--- src/hdl/ffdc_pkg.sv ---
// shared types and constants of the fixed frame deframer and checker
// no dependencies; used by every module of the block by scoped names
`default_nettype none

package ffdc_pkg;

  // frame geometry
  localparam int unsigned FRAME_BYTES = 64;
  localparam int unsigned INFO_BYTES  = 44;
  localparam int unsigned POS_W       = $clog2(FRAME_BYTES);

  localparam logic [POS_W-1:0] POS_FIRST_FLAG = POS_W'(0);
  localparam logic [POS_W-1:0] POS_DEST_LAST  = POS_W'(6);
  localparam logic [POS_W-1:0] POS_DEST_SSID  = POS_W'(7);
  localparam logic [POS_W-1:0] POS_SRC_LAST   = POS_W'(13);
  localparam logic [POS_W-1:0] POS_SRC_SSID   = POS_W'(14);
  localparam logic [POS_W-1:0] POS_CONTROL    = POS_W'(15);
  localparam logic [POS_W-1:0] POS_PID        = POS_W'(16);
  localparam logic [POS_W-1:0] POS_INFO_FIRST = POS_W'(17);
  localparam logic [POS_W-1:0] POS_HSUM       = POS_W'(17 + INFO_BYTES);
  localparam logic [POS_W-1:0] POS_ISUM       = POS_W'(18 + INFO_BYTES);
  localparam logic [POS_W-1:0] POS_LAST       = POS_W'(FRAME_BYTES - 1);

  // byte codes
  localparam logic [7:0] FLAG_BYTE = 8'h7e;
  localparam logic [7:0] PID_NONE  = 8'hf0;
  localparam logic [7:0] SSID_RES  = 8'h60;
  localparam logic [7:0] SSID_CBIT = 8'h80;
  localparam logic [2:0] SEQ_MASK  = 3'h7;

  localparam logic [47:0] STATION_RESET = 48'h8C8A929886A0;

  // result kinds
  localparam logic KIND_INFO   = 1'b0;
  localparam logic KIND_STATUS = 1'b1;

  // frame status codes
  localparam logic [3:0] ST_INFO       = 4'd0;
  localparam logic [3:0] ST_SUPERVISOR = 4'd1;
  localparam logic [3:0] ST_START_FLAG = 4'd2;
  localparam logic [3:0] ST_END_FLAG   = 4'd3;
  localparam logic [3:0] ST_HDR_SUM    = 4'd4;
  localparam logic [3:0] ST_ADDRESS    = 4'd5;
  localparam logic [3:0] ST_DEST_SSID  = 4'd6;
  localparam logic [3:0] ST_SRC_SSID   = 4'd7;
  localparam logic [3:0] ST_PAIRING    = 4'd8;
  localparam logic [3:0] ST_PID        = 4'd9;
  localparam logic [3:0] ST_INFO_SUM   = 4'd10;

  typedef struct packed {
    logic [7:0] data_byte;
    logic       frame_start;
  } in_item_t;

  typedef struct packed {
    logic        result_kind;
    logic [7:0]  info_byte;
    logic [5:0]  info_index;
    logic [3:0]  frame_status;
    logic [47:0] sender_address;
    logic        frame_is_response;
    logic [2:0]  send_sequence;
    logic [2:0]  receive_sequence;
  } out_item_t;

endpackage

`default_nettype wire

--- src/hdl/ffdc_frame_track.sv ---
// per-frame state and single pass check logic of the deframer
// depends on ffdc_pkg; feeds ffdc_out_reg
`default_nettype none

module ffdc_frame_track (
  input  wire logic              clk,
  input  wire logic              rst_n,
  input  wire logic              step,
  input  wire ffdc_pkg::in_item_t item,
  input  wire logic [47:0]       station_address,
  output logic                   res_valid,
  output ffdc_pkg::out_item_t    res_item
);

  logic [ffdc_pkg::POS_W-1:0] pos_r, pos_nxt, pos;
  logic [7:0]  header_sum_r, header_sum_nxt;
  logic [7:0]  info_sum_r, info_sum_nxt;
  logic        start_ok_r, start_ok_nxt;
  logic        addr_miss_r, addr_miss_nxt;
  logic [7:0]  dest_ssid_r, dest_ssid_nxt;
  logic [47:0] source_r, source_nxt;
  logic [7:0]  src_ssid_r, src_ssid_nxt;
  logic [7:0]  control_r, control_nxt;
  logic [7:0]  pid_r, pid_nxt;
  logic        hsum_bad_r, hsum_bad_nxt;
  logic        isum_bad_r, isum_bad_nxt;

  logic [7:0]  b;
  logic [7:0]  own_byte;
  logic [3:0]  st;
  logic        dc, sc, sup;

  assign b   = item.data_byte;
  assign pos = item.frame_start ? ffdc_pkg::POS_FIRST_FLAG : pos_r;
  assign dc  = (dest_ssid_r & ffdc_pkg::SSID_CBIT) != 8'd0;
  assign sc  = (src_ssid_r & ffdc_pkg::SSID_CBIT) != 8'd0;
  assign sup = control_r[0];

  // own address byte for positions 1..6, first byte in the top bits
  always_comb begin
    case (pos)
      6'd1:    own_byte = station_address[47:40];
      6'd2:    own_byte = station_address[39:32];
      6'd3:    own_byte = station_address[31:24];
      6'd4:    own_byte = station_address[23:16];
      6'd5:    own_byte = station_address[15:8];
      default: own_byte = station_address[7:0];
    endcase
  end

  // status priority at the closing flag
  always_comb begin
    if (!start_ok_r)
      st = ffdc_pkg::ST_START_FLAG;
    else if (b != ffdc_pkg::FLAG_BYTE)
      st = ffdc_pkg::ST_END_FLAG;
    else if (hsum_bad_r)
      st = ffdc_pkg::ST_HDR_SUM;
    else if (addr_miss_r)
      st = ffdc_pkg::ST_ADDRESS;
    else if ((dest_ssid_r & ffdc_pkg::SSID_RES) != ffdc_pkg::SSID_RES || dest_ssid_r[0])
      st = ffdc_pkg::ST_DEST_SSID;
    else if ((src_ssid_r & ffdc_pkg::SSID_RES) != ffdc_pkg::SSID_RES || !src_ssid_r[0])
      st = ffdc_pkg::ST_SRC_SSID;
    else if (dc == sc)
      st = ffdc_pkg::ST_PAIRING;
    else if (sup)
      st = ffdc_pkg::ST_SUPERVISOR;
    else if (pid_r != ffdc_pkg::PID_NONE)
      st = ffdc_pkg::ST_PID;
    else if (isum_bad_r)
      st = ffdc_pkg::ST_INFO_SUM;
    else
      st = ffdc_pkg::ST_INFO;
  end

  always_comb begin
    pos_nxt        = pos + 6'd1;
    header_sum_nxt = header_sum_r;
    info_sum_nxt   = info_sum_r;
    start_ok_nxt   = start_ok_r;
    addr_miss_nxt  = addr_miss_r;
    dest_ssid_nxt  = dest_ssid_r;
    source_nxt     = source_r;
    src_ssid_nxt   = src_ssid_r;
    control_nxt    = control_r;
    pid_nxt        = pid_r;
    hsum_bad_nxt   = hsum_bad_r;
    isum_bad_nxt   = isum_bad_r;
    res_valid      = 1'b0;
    res_item       = '0;

    if (pos == ffdc_pkg::POS_FIRST_FLAG) begin
      header_sum_nxt = 8'd0;
      info_sum_nxt   = 8'd0;
      start_ok_nxt   = (b == ffdc_pkg::FLAG_BYTE);
      addr_miss_nxt  = 1'b0;
      dest_ssid_nxt  = 8'd0;
      source_nxt     = 48'd0;
      src_ssid_nxt   = 8'd0;
      control_nxt    = 8'd0;
      pid_nxt        = 8'd0;
      hsum_bad_nxt   = 1'b0;
      isum_bad_nxt   = 1'b0;
    end else if (pos <= ffdc_pkg::POS_PID) begin
      header_sum_nxt = header_sum_r + b;
      if (pos <= ffdc_pkg::POS_DEST_LAST) begin
        if (own_byte != b)
          addr_miss_nxt = 1'b1;
      end else if (pos == ffdc_pkg::POS_DEST_SSID) begin
        dest_ssid_nxt = b;
      end else if (pos <= ffdc_pkg::POS_SRC_LAST) begin
        source_nxt = {source_r[39:0], b};
      end else if (pos == ffdc_pkg::POS_SRC_SSID) begin
        src_ssid_nxt = b;
      end else if (pos == ffdc_pkg::POS_CONTROL) begin
        control_nxt = b;
      end else begin
        pid_nxt = b;
      end
    end else if (pos < ffdc_pkg::POS_HSUM) begin
      info_sum_nxt = info_sum_r + b;
      // supervisory frames carry no info
      if (!control_r[0]) begin
        res_valid                = 1'b1;
        res_item.result_kind     = ffdc_pkg::KIND_INFO;
        res_item.info_byte       = b;
        res_item.info_index      = pos - ffdc_pkg::POS_INFO_FIRST;
      end
    end else if (pos == ffdc_pkg::POS_HSUM) begin
      hsum_bad_nxt = ((8'd0 - header_sum_r) != b);
    end else if (pos == ffdc_pkg::POS_ISUM) begin
      isum_bad_nxt = ((8'd0 - info_sum_r) != b);
    end else begin
      res_valid               = 1'b1;
      res_item.result_kind    = ffdc_pkg::KIND_STATUS;
      res_item.frame_status   = st;
      res_item.sender_address = source_r;
      if (st == ffdc_pkg::ST_INFO || st == ffdc_pkg::ST_SUPERVISOR ||
          st == ffdc_pkg::ST_PID || st == ffdc_pkg::ST_INFO_SUM) begin
        res_item.frame_is_response = sc;
        res_item.receive_sequence  = control_r[7:5] & ffdc_pkg::SEQ_MASK;
        res_item.send_sequence     = sup ? 3'd0 : (control_r[3:1] & ffdc_pkg::SEQ_MASK);
      end
    end
  end

  always_ff @(posedge clk) begin
    if (!rst_n) begin
      pos_r        <= '0;
      header_sum_r <= '0;
      info_sum_r   <= '0;
      start_ok_r   <= 1'b0;
      addr_miss_r  <= 1'b0;
      dest_ssid_r  <= '0;
      source_r     <= '0;
      src_ssid_r   <= '0;
      control_r    <= '0;
      pid_r        <= '0;
      hsum_bad_r   <= 1'b0;
      isum_bad_r   <= 1'b0;
    end else if (step) begin
      pos_r        <= pos_nxt;
      header_sum_r <= header_sum_nxt;
      info_sum_r   <= info_sum_nxt;
      start_ok_r   <= start_ok_nxt;
      addr_miss_r  <= addr_miss_nxt;
      dest_ssid_r  <= dest_ssid_nxt;
      source_r     <= source_nxt;
      src_ssid_r   <= src_ssid_nxt;
      control_r    <= control_nxt;
      pid_r        <= pid_nxt;
      hsum_bad_r   <= hsum_bad_nxt;
      isum_bad_r   <= isum_bad_nxt;
    end
  end

endmodule

`default_nettype wire

--- config.mk ---
export PLATFORM = sky130hd
export DESIGN_NAME = ffdc_frame_track
export DESIGN_NICKNAME = d
export VERILOG_FILES = /design/src/hdl/ffdc_pkg.sv /design/src/hdl/ffdc_frame_track.sv
export SDC_FILE = /design/constraint.sdc
export NUM_CORES = 1
export LEC_CHECK = 0
export ABC_AREA = 1
export BUFFER_PORTS_ARGS = -buffer_cell sky130_fd_sc_hd__buf_4
export CAP_MARGIN = 20
export CORE_MARGIN = 2
export CORE_UTILIZATION = 45
export CTS_BUF_LIST = sky130_fd_sc_hd__clkbuf_4 sky130_fd_sc_hd__clkbuf_8
export CTS_CLUSTER_SIZE = 30
export DETAILED_ROUTE_END_ITERATION = 12
export PLACE_DENSITY = 0.73
export SYNTH_ARGS = -nofsm -noshare
export SYNTH_HDL_FRONTEND = slang
export SYNTH_SLANG_ARGS = --single-unit
--- constraint.sdc ---
create_clock -name clk -period 2.1 [get_ports clk]
set_input_delay 0.21 -clock clk [delete_from_list [all_inputs] [get_ports clk]]
set_output_delay 0.21 -clock clk [all_outputs]
set_load 0.1 [all_outputs]
==> results of run 1 <==
[metrics by stage]
stage / instances / hold WS (ns) / area, µm² / setup WS [ns]
2_1_floorplan: 931 / 0.389 / 6910 / -1.30
3_3_place_gp: 1299 / 0.438 / 8760 / -0.142
3_5_place_dp: 1299 / 0.446 / 8760 / -0.156
4_1_cts: 1368 / 0.0686 / 11500 / -0.339
[cells by family after synthesis]
| kind of cell | synth area share, % |
|---|---|
| and+or+nand+nor | 28.2 |
| adders and majority gates | 4.63 |
| AOI/OAI and AO/OA | 21.6 |
| buffers and inverters | 11.5 |
| DFF | 31.0 |
| xor gates and xnor gates | 3.07 |
[layer usage]
metal / GRT usage (%) / GRT overflow
met5: 42.0 / 0
met4: 66.6 / 1
met3: 57.3 / 0
met2: 87.6 / 0
met1: 70.8 / 0
[timing repair]
item	CTS
setup buffers	36
setup endpoints to repair	140
resized for setup	450
gates cloned	20
hold endpoints to repair	0
pin swaps	92
[cell usage after synthesis, types with 2 or more instances]
library cell	instances	share of area [%]
a211oi_1	13	1.6
a211oi_2	34	6.8
a21oi_1	102	8.1
a31oi_1	4	0.40
buf_1	3	0.18
buf_2	8	0.64
buf_6	5	0.90
clkbuf_1	22	1.3
dfxtp_1	97	31
fa_1	2	0.64
ha_1	20	4.0
inv_1	130	7.8
inv_2	9	0.54
nand2_1	137	8.2
nand2_2	5	0.50
nand3_1	59	4.7
nand3b_1	3	0.36
nand4_1	23	2.3
nor2_1	149	8.9
nor2_2	4	0.40
nor3_1	10	0.80
nor4_1	5	0.50
o211ai_1	2	0.24
o21ai_0	43	3.4
o21ai_1	2	0.16
o21bai_1	2	0.24
or2_2	4	0.40
xnor2_1	5	0.70
xor2_1	17	2.4
==> flow_summary.ini, run 1 <==
[floorplanning]
rows = 43
boundaryPins = 135
initial_core_util_pct = 45.7
die_height_um = 122
die_x_um = 122

[yosys]
yosysSeqAreaShare_pct = 31.0
postSynthCellCount = 931
syn_area_mm2 = 0.00627
yosysWarnings = 0
async_flop_share_pct = 0
ys_seq_elements = 97
ys.flop_type = dfxtp_1
synth.distinct_cells = 41
synth_edf_count = 0
synth_fp_nets = 1013
avgSynthCellArea_um2 = 6.73

[outcome]
stop_stage = global routing
stop_error = [ERROR GRT-0232] Routing congestion too high. Check the congestion heatmap in the GUI.
status = stopped before the end

[clocking]
clockBufferDepth = 2
numCtsBuffers = 9
cts_root_buf = clkbuf_8
cts_htree_levels = 3
ctsHoldBuffers = 0
clock-sinks = 97

[timing]
worstEpCategory = top-level output
crit_endpoint = res_item[31]

[global_route]
grt_overflow = 1
grt_max_degree = 41
grt_use_total_pct = 71.3

[place]
gp_congestion = 0.891
port_buffers = 134
hpwl_um = 14200
==> inputs of run 2 (changes only) <==
--- a/config.mk
+++ b/config.mk
@@ -9,11 +9,9 @@
 export BUFFER_PORTS_ARGS = -buffer_cell sky130_fd_sc_hd__buf_4
 export CAP_MARGIN = 20
 export CORE_MARGIN = 2
-export CORE_UTILIZATION = 45
-export CTS_BUF_LIST = sky130_fd_sc_hd__clkbuf_4 sky130_fd_sc_hd__clkbuf_8
-export CTS_CLUSTER_SIZE = 30
+export CORE_UTILIZATION = 30
 export DETAILED_ROUTE_END_ITERATION = 12
-export PLACE_DENSITY = 0.73
+export PLACE_DENSITY_LB_ADDON = 0.15
 export SYNTH_ARGS = -nofsm -noshare
 export SYNTH_HDL_FRONTEND = slang
 export SYNTH_SLANG_ARGS = --single-unit
==> constraint.sdc (replaced) <==
create_clock -name clk -period 2.7 [get_ports clk]
set_input_delay 0.27 -clock clk [delete_from_list [all_inputs] [get_ports clk]]
set_output_delay 0.27 -clock clk [all_outputs]
set_load 0.1 [all_outputs]
==> flow_summary.ini, run 2 <==
[detailed_routing]
routedWlPerCell_um = 14.7
wirelength_um = 19800
vias = 6403
viasPerCell = 4.74
ant_nets = 0
firstDrtPassIters = 4
drtIter0Drc = 219
drc = 0

[cells_and_area]
regMostFlops = source_r
area_growth_pct = 47.9
utilization_pct = 45.5
num_antenna_cells = 0
final_common_cell = nand2_1
nNetsFinal = 1159
largest_register_ffs = 48
drive_above_1_share_pct = 32.5
final_cell_mix = nand2_1, inv_1, buf_4, dfxtp_1, a21oi_1

[floorplanning]
die_area_mm2 = 0.0221
initial_core_util_pct = 30.8
boundaryPins = 135
core_mm2 = 0.0204
die_x_um = 149
rows = 52
die_height_um = 149

[place]
hpwl_um = 14500
port_buffers = 134
gp_congestion = 0.830

[timing]
hold_viol = 0
min_period_over_period_pct = 97.4
finalSetupTns_ns = 0
worst_slew_pin_slew_ns = 0.664
max_freq_ghz = 0.380
slew_headroom_pct = 55.5
clock_skew_ns = 0.00540
report.final.slew_viol_count = 0
rsz0062_at_grt = yes
finalSetupViolCount = 0
whs_ns = 0.180
min_period_ns = 2.63

[global_route]
grt_pass1_wl_um = 31400
grt_overflow = 0
grt-busiest-layer = met2
grt_use_total_pct = 17.8
first_global_vias = 6025
met3_usage_pct = 3.50
grt_util_met2_pct = 29.4
gr-usage-met1_pct = 24.7
grt_max_degree = 97
antenna_found_initial = 0

[clocking]
clock-sinks = 97
numCtsBuffers = 9
clockBufferDepth = 2
cts_tree = done
cts.clk_slew.worst_paths_ns = 0.07
clk_latency_ns = 0.35
cts_htree_levels = 3
cts_root_buf = clkbuf_16

[power_and_ir_drop]
power_density_mw_per_mm2 = 402
power_leakage_nw = 3.78
finalPower_w = 0.00373
vdd_drop_max_uv = 269

[yosys]
post-synth-top-area-fraction_pct = 31.0
synthMostInstantiatedCell = nor2_1
ys_seq_elements = 97
yosysSeqAreaShare_pct = 31.0
syn_area_mm2 = 0.00627
avgSynthCellArea_um2 = 6.73
synth.distinct_cells = 41
yosysWarnings = 0
async_flop_share_pct = 0
synth_fp_nets = 1013
synth_top_area_cell = dfxtp_1
postSynthCellCount = 931
ys.flop_type = dfxtp_1
ys_top_cells_by_area = dfxtp_1, nor2_1, nand2_1, a21oi_1, inv_1
yosys-top-cells-count = nor2_1, nand2_1, inv_1, a21oi_1, dfxtp_1
synth_edf_count = 0

[critical_path]
critical_path_class = flip-flop to output pin
critPathMaxFanout = 18
end_kind = output pin
worstPathRequired_ns = 2.43
crit_arrival_ns = 2.36
cp-start-kind = flip-flop

[outcome]
status = completed

[worst_hold_path]
hp-class = input port to flip-flop

[run]
drv_cap = 0
run 2: layout make-up:
cell class / count / area (µm²)
Timing Repair Buffer: 173 / 1860
Multi-Input combinational cell: 655 / 4270
Sequential cell: 97 / 1950
Fill cell: 2096 / 11100
Clock buffer: 10 / 239
Tap cell: 270 / 338
Clock inverter: 6 / 65.1
Inverter: 141 / 546
run 2: worst paths after layout:
path,from,to,slack (ns),depth (start not counted)
worst max-delay path,pos_r[4],res_item[52],0.07,10
worst min-delay path,step,pos_r[0],0.18,2
worst max register to register,pos_r[1],pid_r[3],0.23,15
worst min register to register,pid_r[0],pid_r[0],0.45,2
run 2: where the power goes:
part           internal [W]  switching [W]  leakage, nW
sequential          0.00153      0.0000513        0.798
combinational      0.000298       0.000514         2.83
clock              0.000746       0.000589        0.149
total               0.00257        0.00115         3.78
run 2: cells by family after synthesis:
group | Yosys count | share of synthesized area (%)
fa+ha+maj | 22 | 4.63
simple gates | 404 | 28.2
flops | 97 | 31.0
buf+inv | 179 | 11.5
compound gates | 207 | 21.6
xor+xnor | 22 | 3.07
run 2: metal layers:
layer / wire [µm] / up-vias / part of all wire (%)
li1: - / 3353 / -
met1: 9540 / 2937 / 48
met2: 9460 / 104 / 48
met3: 720 / 9 / 3.6
met4: 119 / 0 / 0.60
met5: 0 / - / 0
run 2: worst max-delay path, cell delays in order (launching register included):
cell,delay [ns]
dfxtp_2,0.37
nand2_1,0.10
inv_1,0.13
nand4_1,0.19
nor2_4,0.15
inv_2,0.08
nor3_4,0.20
clkinv_4,0.22
buf_12,0.24
nor2_4,0.11
buf_8,0.20
run 2: timing repair:
item | in CTS | in global routing
setup buffers | 1 | 8
setup endpoints to repair | 59 | 80
hold buffers | 0 | 0
gates resized for setup | 23 | 122
cloned | 0 | 2
pin swaps | 1 | 3
run 2: metrics by stage:
stage                     setup slack, ns  cells  cell area [µm²]
after global routing              -0.0443   1352             9270
after floorplan                    -0.754    931             6880
after CTS                       0.0000941   1342             8710
after detailed placement            0.179   1325             8310
final                              0.0690   1352             9270
after global placement              0.232   1325             8310
Note: power is estimated with default switching activity, not from simulation.
